--- config.mk ---
export PLATFORM = sky130hd
export DESIGN_NAME = byte_ring_fifo_overwrite
export DESIGN_NICKNAME = d
export VERILOG_FILES = /design/src/design/brfo_pkg.sv /design/src/design/brfo_ram.sv /design/src/design/brfo_front.sv /design/src/design/brfo_queue.sv /design/src/design/brfo_back.sv /design/src/design/byte_ring_fifo_overwrite.sv
export SDC_FILE = /design/constraint.sdc
export NUM_CORES = 2
export LEC_CHECK = 0
export BUFFER_PORTS_ARGS = -buffer_cell sky130_fd_sc_hd__buf_2
export CAP_MARGIN = 20
export CORE_ASPECT_RATIO = 1.25
export CORE_UTILIZATION = 55
export DETAILED_ROUTE_END_ITERATION = 16
export PLACE_DENSITY = 0.76
export SYNTH_ARGS = -nofsm -noshare
export SYNTH_HDL_FRONTEND = slang
export SYNTH_SLANG_ARGS = --single-unit
--- constraint.sdc ---
create_clock -name aclk -period 7.66 [get_ports aclk]
set_clock_uncertainty 0.15 [all_clocks]
set_input_delay 0.766 -clock aclk [delete_from_list [all_inputs] [get_ports aclk]]
set_output_delay 0.766 -clock aclk [all_outputs]
set_load 0.01 [all_outputs]
--- src/design/brfo_pkg.sv ---
// brfo_pkg: shared types, command codes and helpers for the byte ring fifo
// used by brfo_front, brfo_queue, brfo_back and byte_ring_fifo_overwrite
// no dependencies
`default_nettype none

package brfo_pkg;

    // field widths
    localparam int CMD_W  = 2;
    localparam int BYTE_W = 8;
    localparam int FILL_W = 8;
    localparam int SIZE_W = 9;

    // largest ring the size register can describe
    localparam int RING_MAX = 511;

    // command codes
    localparam logic [CMD_W-1:0] CMD_PUSH  = 2'd0;
    localparam logic [CMD_W-1:0] CMD_POP   = 2'd1;
    localparam logic [CMD_W-1:0] CMD_PEEK  = 2'd2;
    localparam logic [CMD_W-1:0] CMD_CLEAR = 2'd3;

    // register index and reset value
    localparam logic REG_SIZE_IN_USE = 1'b0;
    localparam logic [SIZE_W-1:0] SIZE_RESET = 9'd256;

    // stream payload widths, padded to whole bytes
    localparam int S_TDATA_W = 24;
    localparam int M_TDATA_W = 24;

    // one classified item on its way from front to back
    typedef struct packed {
        logic              wr_en;
        logic              rd_en;
        logic [SIZE_W-1:0] addr;
        logic [BYTE_W-1:0] wdata;
        logic              success;
        logic              dropped;
        logic [FILL_W-1:0] fill;
    } op_t;

    localparam int OP_W = $bits(op_t);

    // advance a ring pointer, wrapping at the ring size
    function automatic logic [SIZE_W-1:0] ring_inc(
        input logic [SIZE_W-1:0] p,
        input logic [SIZE_W-1:0] sz
    );
        logic [SIZE_W:0] s;
        s = {1'b0, p} + {{SIZE_W{1'b0}}, 1'b1};
        return (s == {1'b0, sz}) ? '0 : s[SIZE_W-1:0];
    endfunction

endpackage

`default_nettype wire

--- src/design/brfo_ram.sv ---
// brfo_ram: generic single-port ram with registered read
// no dependencies
`default_nettype none

module brfo_ram #(
    parameter int WIDTH = 8,
    parameter int DEPTH = 256
) (
    input  wire logic                     aclk,
    input  wire logic                     we,
    input  wire logic                     re,
    input  wire logic [$clog2(DEPTH)-1:0] addr,
    input  wire logic [WIDTH-1:0]         wdata,
    output logic      [WIDTH-1:0]         rdata
);

    logic [WIDTH-1:0] mem_reg [DEPTH];
    logic [WIDTH-1:0] rdata_reg;

    always_ff @(posedge aclk) begin
        if (we) begin
            mem_reg[addr] <= wdata;
        end
        // read data holds until the next read
        if (re) begin
            rdata_reg <= mem_reg[addr];
        end
    end

    assign rdata = rdata_reg;

endmodule

`default_nettype wire

--- src/design/brfo_front.sv ---
// brfo_front: accepts commands, owns the ring pointers, classifies each item
// depends on brfo_pkg
`default_nettype none

module brfo_front
    import brfo_pkg::*;
#(
    parameter int DEPTH = 256
) (
    input  wire logic              aclk,
    input  wire logic              aresetn,
    input  wire logic              in_valid,
    output logic                   in_ready,
    input  wire logic [CMD_W-1:0]  cmd,
    input  wire logic [BYTE_W-1:0] push_byte,
    input  wire logic [BYTE_W-1:0] peek_offset,
    input  wire logic [SIZE_W-1:0] size_in_use,
    input  wire logic              ptr_clear,
    output op_t                    op,
    output logic                   op_valid,
    input  wire logic              op_ready
);

    localparam logic [SIZE_W-1:0] SIZE_CAP =
        SIZE_W'((DEPTH > RING_MAX) ? RING_MAX : DEPTH);
    localparam logic [SIZE_W-1:0] SIZE_MIN = 9'd2;

    logic [SIZE_W-1:0] rp_reg, rp_next;
    logic [SIZE_W-1:0] wp_reg, wp_next;
    logic [SIZE_W-1:0] eff_size;
    logic [SIZE_W-1:0] len;
    logic [SIZE_W-1:0] len_after;
    logic [SIZE_W:0]   len_wide;
    logic [SIZE_W:0]   peek_sum;
    logic [SIZE_W-1:0] peek_addr;
    logic              full;
    logic              accept;

    assign in_ready = op_ready;
    assign op_valid = in_valid;
    assign accept   = in_valid && op_ready;

    // clamp size into the legal ring range
    always_comb begin
        eff_size = size_in_use;
        if (size_in_use < SIZE_MIN) begin
            eff_size = SIZE_MIN;
        end else if (size_in_use > SIZE_CAP) begin
            eff_size = SIZE_CAP;
        end
    end

    // current length and wrapped peek address
    always_comb begin
        if (wp_reg >= rp_reg) begin
            len_wide = {1'b0, wp_reg} - {1'b0, rp_reg};
        end else begin
            len_wide = {1'b0, wp_reg} + {1'b0, eff_size} - {1'b0, rp_reg};
        end
        len  = len_wide[SIZE_W-1:0];
        full = (len == (eff_size - 9'd1));

        peek_sum = {1'b0, rp_reg} + {2'b00, peek_offset};
        if (peek_sum >= {1'b0, eff_size}) begin
            peek_sum = peek_sum - {1'b0, eff_size};
        end
        peek_addr = peek_sum[SIZE_W-1:0];
    end

    always_comb begin
        rp_next    = rp_reg;
        wp_next    = wp_reg;
        len_after  = len;
        op.wr_en   = 1'b0;
        op.rd_en   = 1'b0;
        op.addr    = rp_reg;
        op.wdata   = push_byte;
        op.success = 1'b1;
        op.dropped = 1'b0;
        unique case (cmd)
            CMD_PUSH: begin
                op.wr_en   = 1'b1;
                op.addr    = wp_reg;
                op.dropped = full;
                wp_next    = ring_inc(wp_reg, eff_size);
                if (full) begin
                    rp_next = ring_inc(rp_reg, eff_size);
                end else begin
                    len_after = len + 9'd1;
                end
            end
            CMD_POP: begin
                if (len == '0) begin
                    op.success = 1'b0;
                end else begin
                    op.rd_en  = 1'b1;
                    rp_next   = ring_inc(rp_reg, eff_size);
                    len_after = len - 9'd1;
                end
            end
            CMD_PEEK: begin
                if ({1'b0, peek_offset} >= len) begin
                    op.success = 1'b0;
                end else begin
                    op.rd_en = 1'b1;
                    op.addr  = peek_addr;
                end
            end
            CMD_CLEAR: begin
                rp_next   = '0;
                wp_next   = '0;
                len_after = '0;
            end
            default: begin
                rp_next = rp_reg;
            end
        endcase
        op.fill = len_after[FILL_W-1:0];
    end

    always_ff @(posedge aclk) begin
        if (!aresetn || ptr_clear) begin
            rp_reg <= '0;
            wp_reg <= '0;
        end else if (accept) begin
            rp_reg <= rp_next;
            wp_reg <= wp_next;
        end
    end

endmodule

`default_nettype wire

--- src/design/brfo_queue.sv ---
// brfo_queue: two-entry queue between front and back
// depends on brfo_pkg
`default_nettype none

module brfo_queue
    import brfo_pkg::*;
(
    input  wire logic aclk,
    input  wire logic aresetn,
    input  wire logic in_valid,
    output logic      in_ready,
    input  wire op_t  in_op,
    output logic      out_valid,
    input  wire logic out_ready,
    output op_t       out_op
);

    op_t        entry_reg [2];
    logic       wr_ptr_reg, wr_ptr_next;
    logic       rd_ptr_reg, rd_ptr_next;
    logic [1:0] count_reg, count_next;
    logic       push, pop;

    assign in_ready  = (count_reg != 2'd2);
    assign out_valid = (count_reg != 2'd0);
    assign out_op    = entry_reg[rd_ptr_reg];
    assign push      = in_valid && in_ready;
    assign pop       = out_valid && out_ready;

    always_comb begin
        wr_ptr_next = push ? ~wr_ptr_reg : wr_ptr_reg;
        rd_ptr_next = pop ? ~rd_ptr_reg : rd_ptr_reg;
        count_next  = count_reg;
        if (push && !pop) begin
            count_next = count_reg + 2'd1;
        end else if (pop && !push) begin
            count_next = count_reg - 2'd1;
        end
    end

    always_ff @(posedge aclk) begin
        if (!aresetn) begin
            wr_ptr_reg <= 1'b0;
            rd_ptr_reg <= 1'b0;
            count_reg  <= 2'd0;
        end else begin
            wr_ptr_reg <= wr_ptr_next;
            rd_ptr_reg <= rd_ptr_next;
            count_reg  <= count_next;
        end
    end

    always_ff @(posedge aclk) begin
        if (push) begin
            entry_reg[wr_ptr_reg] <= in_op;
        end
    end

endmodule

`default_nettype wire

--- src/design/brfo_back.sv ---
// brfo_back: executes store writes and reads, builds and holds results
// depends on brfo_pkg and brfo_ram
`default_nettype none

module brfo_back
    import brfo_pkg::*;
#(
    parameter int DEPTH = 256
) (
    input  wire logic         aclk,
    input  wire logic         aresetn,
    input  wire op_t          op,
    input  wire logic         op_valid,
    output logic              op_ready,
    output logic              out_valid,
    input  wire logic         out_ready,
    output logic [BYTE_W-1:0] read_byte,
    output logic              success,
    output logic              dropped_oldest,
    output logic [FILL_W-1:0] fill_count
);

    localparam int AW = $clog2(DEPTH);

    logic              pop;
    logic              out_free;
    logic              b_free;
    logic [BYTE_W-1:0] rdata;

    // stage waiting for ram read data
    logic              b_valid_reg, b_valid_next;
    logic              b_rd_reg;
    logic              b_success_reg;
    logic              b_dropped_reg;
    logic [FILL_W-1:0] b_fill_reg;

    // result register
    logic              m_valid_reg, m_valid_next;
    logic [BYTE_W-1:0] m_byte_reg;
    logic              m_success_reg;
    logic              m_dropped_reg;
    logic [FILL_W-1:0] m_fill_reg;

    assign out_free = !m_valid_reg || out_ready;
    assign b_free   = !b_valid_reg || out_free;
    assign op_ready = b_free;
    assign pop      = op_valid && b_free;

    brfo_ram #(
        .WIDTH (BYTE_W),
        .DEPTH (DEPTH)
    ) u_store (
        .aclk  (aclk),
        .we    (pop && op.wr_en),
        .re    (pop && op.rd_en),
        .addr  (AW'(op.addr)),
        .wdata (op.wdata),
        .rdata (rdata)
    );

    always_comb begin
        b_valid_next = b_valid_reg;
        if (pop) begin
            b_valid_next = 1'b1;
        end else if (out_free) begin
            b_valid_next = 1'b0;
        end
        m_valid_next = out_free ? b_valid_reg : m_valid_reg;
    end

    always_ff @(posedge aclk) begin
        if (!aresetn) begin
            b_valid_reg <= 1'b0;
            m_valid_reg <= 1'b0;
        end else begin
            b_valid_reg <= b_valid_next;
            m_valid_reg <= m_valid_next;
        end
    end

    always_ff @(posedge aclk) begin
        if (pop) begin
            b_rd_reg      <= op.rd_en;
            b_success_reg <= op.success;
            b_dropped_reg <= op.dropped;
            b_fill_reg    <= op.fill;
        end
        if (out_free && b_valid_reg) begin
            m_byte_reg    <= b_rd_reg ? rdata : '0;
            m_success_reg <= b_success_reg;
            m_dropped_reg <= b_dropped_reg;
            m_fill_reg    <= b_fill_reg;
        end
    end

    assign out_valid      = m_valid_reg;
    assign read_byte      = m_byte_reg;
    assign success        = m_success_reg;
    assign dropped_oldest = m_dropped_reg;
    assign fill_count     = m_fill_reg;

endmodule

`default_nettype wire

--- src/design/byte_ring_fifo_overwrite.sv ---
// byte_ring_fifo_overwrite: byte ring fifo that drops the oldest byte on overflow
// path: queue entry register, then store read stage, then result register
// throughput: one item per cycle unless m_tready stalls; one store port sets it
// reset: synchronous active-low aresetn empties the ring and sets size to 256
// store contents are not cleared; pointer rules never read an unwritten slot
// depends on brfo_pkg, brfo_front, brfo_queue, brfo_back, brfo_ram
`default_nettype none

module byte_ring_fifo_overwrite
    import brfo_pkg::*;
#(
    parameter int DEPTH = 256
) (
    input  wire logic                 aclk,
    input  wire logic                 aresetn,

    // command stream
    input  wire logic                 s_tvalid,
    output logic                      s_tready,
    // cmd[1:0], push_byte[9:2], peek_offset[17:10], zero pad [23:18]
    input  wire logic [S_TDATA_W-1:0] s_tdata,

    // result stream
    output logic                      m_tvalid,
    input  wire logic                 m_tready,
    // read_byte[7:0], success[8], dropped_oldest[9], fill_count[17:10],
    // zero pad [23:18]
    output logic [M_TDATA_W-1:0]      m_tdata,

    // configuration port
    input  wire logic                 psel,
    input  wire logic                 penable,
    input  wire logic                 pwrite,
    input  wire logic [2:0]           paddr,
    input  wire logic [31:0]          pwdata,
    output logic      [31:0]          prdata,
    output logic                      pready
);

    // size register, to be written only while the block is idle; not enforced here
    logic [SIZE_W-1:0] size_reg;
    logic              reg_sel;
    logic              cfg_write;

    // front to queue
    op_t  f_op;
    logic f_valid;
    logic f_ready;

    // queue to back
    op_t  q_op;
    logic q_valid;
    logic q_ready;

    // result fields from the back end
    logic [BYTE_W-1:0] r_byte;
    logic              r_success;
    logic              r_dropped;
    logic [FILL_W-1:0] r_fill;

    // register index is the word address; only index zero exists
    assign reg_sel   = (paddr[2] == REG_SIZE_IN_USE);
    assign cfg_write = psel && penable && pwrite && pready && reg_sel;
    assign pready    = 1'b1;
    assign prdata    = reg_sel ? {{(32 - SIZE_W){1'b0}}, size_reg} : '0;

    always_ff @(posedge aclk) begin
        if (!aresetn) begin
            size_reg <= SIZE_RESET;
        end else if (cfg_write) begin
            size_reg <= pwdata[SIZE_W-1:0];
        end
    end

    // front end: classify command, move pointers, work out length and flags
    brfo_front #(
        .DEPTH (DEPTH)
    ) u_front (
        .aclk        (aclk),
        .aresetn     (aresetn),
        .in_valid    (s_tvalid),
        .in_ready    (s_tready),
        .cmd         (s_tdata[1:0]),
        .push_byte   (s_tdata[9:2]),
        .peek_offset (s_tdata[17:10]),
        .size_in_use (size_reg),
        .ptr_clear   (cfg_write),
        .op          (f_op),
        .op_valid    (f_valid),
        .op_ready    (f_ready)
    );

    // short queue lets the front keep taking items while the output stalls
    brfo_queue u_queue (
        .aclk      (aclk),
        .aresetn   (aresetn),
        .in_valid  (f_valid),
        .in_ready  (f_ready),
        .in_op     (f_op),
        .out_valid (q_valid),
        .out_ready (q_ready),
        .out_op    (q_op)
    );

    // back end: store access in order, then the result register
    brfo_back #(
        .DEPTH (DEPTH)
    ) u_back (
        .aclk           (aclk),
        .aresetn        (aresetn),
        .op             (q_op),
        .op_valid       (q_valid),
        .op_ready       (q_ready),
        .out_valid      (m_tvalid),
        .out_ready      (m_tready),
        .read_byte      (r_byte),
        .success        (r_success),
        .dropped_oldest (r_dropped),
        .fill_count     (r_fill)
    );

    assign m_tdata = {6'b0, r_fill, r_dropped, r_success, r_byte};

endmodule

`default_nettype wire
==> impl_table.tex <==
\begin{tabular}{lr}
\hline
Metric & Value \\
\hline
\multicolumn{2}{l}{\textbf{Outcome}} \\
\quad Outcome & completed \\
\multicolumn{2}{l}{\textbf{Layout}} \\
\quad Area taken by multi-input logic gates & 22200 sq um \\
\quad Most common cell after layout, fill and taps aside & edfxtp\_1 \\
\quad Nets & 5121 \\
\quad Layout-stage area growth over the synthesis result & 10.12\% \\
\quad Non-Filler Instances & 7227 \\
\quad Flip-flop count of the largest register after layout & 2048 \\
\quad Total area of sequential cells & 64970 sq um \\
\quad Count of fill cells added during filler insertion & 10730 \\
\quad Fraction of the core area covered by cells at the end of the flow & 0.6099 \\
\quad Most frequent cells in the layout & edfxtp\_1, nand2\_1, mux4\_2 \\
\quad Proportion of layout cells with a drive suffix above 1 & 0.1913 \\
\multicolumn{2}{l}{\textbf{Setup path}} \\
\quad Worst path required time & 8070 ps \\
\quad Buf+Inv Stages, Crit Path & 5 \\
\quad Kind of end point of the critical path & flop \\
\quad Cell family contributing the most delay on the critical path & compound AO/OA/AOI/OAI gates \\
\quad Largest fanout on the critical path & 10 \\
\quad Startpoint kind of the worst setup timing path & flop \\
\quad Critical path arrival & 7470 ps \\
\quad Classification of the worst setup path & flop to flop \\
\quad Crit path max-delay cell type & or4\_4 \\
\quad Critical path's largest stage delay & 590 ps \\
\multicolumn{2}{l}{\textbf{Timing}} \\
\quad Final worst path period share & 0.9219 \\
\quad Worst hold-check slack & 68.49 ps \\
\quad Rel. slew slack & 0.1864 \\
\quad Unrepaired setup endpoints after global routing & no \\
\quad Tmin final & 7062 ps \\
\quad F\_max & 0.1416 GHz \\
\quad Actual transition at the worst max-transition pin & 1220 ps \\
\quad Final number of hold-violating endpoints & 0 \\
\quad Number of max-slew violations in the final report & 0 \\
\quad Final setup violation count & 0 \\
\quad Sum of negative setup slack & 0 ps \\
\quad Final critical-path setup slack & 597.9 ps \\
\multicolumn{2}{l}{\textbf{Floorplanning}} \\
\quad Total Die Area & 162600 sq um \\
\quad Number of placement rows & 164 \\
\quad Initial Util & 0.5539 \\
\quad IO Pins & 125 \\
\quad Chip height & 450.6 um \\
\quad Die X-Extent & 360.9 um \\
\quad Core footprint & 159800 sq um \\
\multicolumn{2}{l}{\textbf{GRT}} \\
\quad First-pass GRT wire length & 315400 um \\
\quad Largest net degree at the start of global routing & 162 \\
\quad Vias in the first global route & 47710 \\
\quad Total overflow reported by the global router & 0 \\
\quad Met2 GRT Util & 0.4383 \\
\quad GRT Resource Usage Total & 0.2668 \\
\quad Met1 layer usage reported by global route & 0.3398 \\
\quad Antenna violations before repair & 4 \\
\quad Fraction of met3 tracks used by global routing & 0.05523 \\
\quad Most Crowded Layer GR & met2 \\
\multicolumn{2}{l}{\textbf{Power and ir drop}} \\
\quad Leakage power total & 31.14 nW \\
\quad Largest voltage drop on the vdd net & 0.4503 mV \\
\quad Power per cell area & 336.1 nW/um\^{}2 \\
\multicolumn{2}{l}{\textbf{Clocking}} \\
\quad Number of post-CTS setup repair buffers & 0 \\
\quad Number of buffers created by CTS & 190 \\
\quad CTS resizes & 0 \\
\quad Number of levels the H-tree was split into & 4 \\
\quad Maximum clock path buffer count & 3 \\
\quad Clock latency reported for the late side of the worst-skew pair & 840 ps \\
\quad Root buf cell & clkbuf\_16 \\
\quad Total clock sinks & 2175 \\
\quad Clock-pin slew on the worst setup and hold paths & 70 ps \\
\quad CTS tree & done \\
\multicolumn{2}{l}{\textbf{Placement}} \\
\quad Post-placement cell count & 6859 \\
\quad Worst slack, placed & 742.7 ps \\
\quad Gpl congestion & 0.8887 \\
\quad Port Buf Inserts & 63 \\
\quad Detailed-placement wirelength estimate & 128200 um \\
\multicolumn{2}{l}{\textbf{Route}} \\
\quad Via density & 6.552 \\
\quad DRC violation count after routing & 0 \\
\quad Number of vias in the routed layout & 47350 \\
\quad WL/cell & 29.98 um \\
\quad Total Wirelength & 216700 um \\
\quad 1st-pass router iterations & 6 \\
\quad Drt initial violations & 6164 \\
\quad Residual antenna-violating net count after detailed routing & 0 \\
\multicolumn{2}{l}{\textbf{Synth}} \\
\quad Synth Warn \# & 0 \\
\quad Post-synthesis register bit count & 2175 \\
\quad Fraction of registers with async set or reset after synthesis & 0 \\
\quad Leading register cell type out of synthesis & edfxtp\_1 \\
\quad Fraction of the yosys area taken by sequential cells & 0.7339 \\
\quad Synthesized area divided by synthesized cell count & 18.02 sq um \\
\quad Synthesized area & 88540 sq um \\
\quad Number of library cell types mapped by synthesis & 90 \\
\quad EDFF count, synth & 2141 \\
\quad Cells after Synth & 4913 \\
\multicolumn{2}{l}{\textbf{Flow run}} \\
\quad Max\_cap viols & 0 \\
\multicolumn{2}{l}{\textbf{Min path}} \\
\quad Hold Crit Class & input port to flop \\
\hline
\end{tabular}
==> stage by stage <==
stage          cell area, sq um  total power, mW
5_1_grt                   97480            33.68
4_1_cts                   97440            32.78
3_5_place_dp              91290            23.53
6_report                  97490            32.76
2_1_floorplan             88640            20.41
3_3_place_gp              91290            23.34
==> worst reg2reg max path, cell delays in order, from the launching register on <==
cell       delay [ps]
dfxtp_1           400
or4_4             590
nor3_1            150
nor2_1             60
nor2_1             90
buf_4             160
inv_1              80
fa_1              490
inv_1              60
ha_1              270
a211oi_1          260
buf_4             180
nor3_1             50
o21ai_0           210
a211oi_1          130
nand2_1            80
o21a_1            280
inv_1             100
ha_1              300
a311o_1           350
a21o_1            170
a2111oi_0         400
nor3_1            120
maj3_1            360
a21oi_1           190
o21ai_1           330
nor2b_1           390
a221o_1           380
==> cells by family after synthesis <==
logic type,after synthesis,synth area share
AO/OA/AOI/OAI,351,0.02966
XOR/XNOR,52,0.005229
adder cells (fa/ha/maj),64,0.009949
buffers and inverters,380,0.01922
flip-flops,2175,0.7339
multiplexers,578,0.1381
other,2,0.00008482
AND/OR/NAND/NOR,1311,0.06395
==> where the power goes <==
group | internal (mW) | switching [mW]
logic | 3.08 | 5.76
registers | 14.4 | 0.101
clock network | 5.13 | 4.26
total | 22.6 | 10.1
==> what timing repair did <==
| item | in CTS | in global routing |
|---|---|---|
| hold buffers | 14 | 0 |
| endpoints found under the setup margin | 0 | 0 |
| hold endpoints to repair | 22 | 0 |
==> per-layer routing <==
layer	vias up	routed length, um
met5	-	9
met4	2	12010
met3	526	19980
met2	2855	107100
met1	24360	77530
li1	19610	-
==> cells in the mapped netlist (15+ instances only) <==
master,n,area (sq um)
a311oi_1,43,376.6
nor3_1,33,165.2
o21ai_0,27,135.1
nor2_1,326,1224
mux2_2,25,281.5
xor2_1,17,148.9
nand2_1,622,2335
mux2i_1,41,410.4
a21oi_1,47,235.2
ha_1,52,650.6
buf_4,38,285.3
dfxtp_1,34,680.7
a31oi_1,22,137.6
nor4_1,15,93.84
mux4_2,512,11530
edfxtp_1,2141,64290
buf_1,37,138.9
and3_1,81,506.7
a211oi_1,34,255.2
nand3_1,137,685.7
nor2b_1,25,156.4
clkbuf_1,167,626.9
inv_1,57,214.0
buf_2,70,350.3
xnor2_1,34,297.8
o22ai_1,24,150.1
==> worst paths after layout <==
kind,end,start,cells after the start,slack [ps]
worst max-delay path,u_queue.entry_reg[1][25],size_reg[6],27,600
worst min-delay path,size_reg[2],pwdata[2],3,70
worst max register to register,u_queue.entry_reg[1][25],size_reg[6],27,600
worst min register to register,u_back.fill_count[1],u_back.b_fill_reg[1],0,270
==> cell type report <==
class,count,area share
diodes,8,0.0002053
multi-input cells,2386,0.2277
clock buffers,246,0.05244
flip-flops and latches,2175,0.6664
clock inverters,98,0.009189
well taps,2075,0.02663
inverters,62,0.002387
repair buffers,177,0.01502
(Power assumes the default switching activity.)
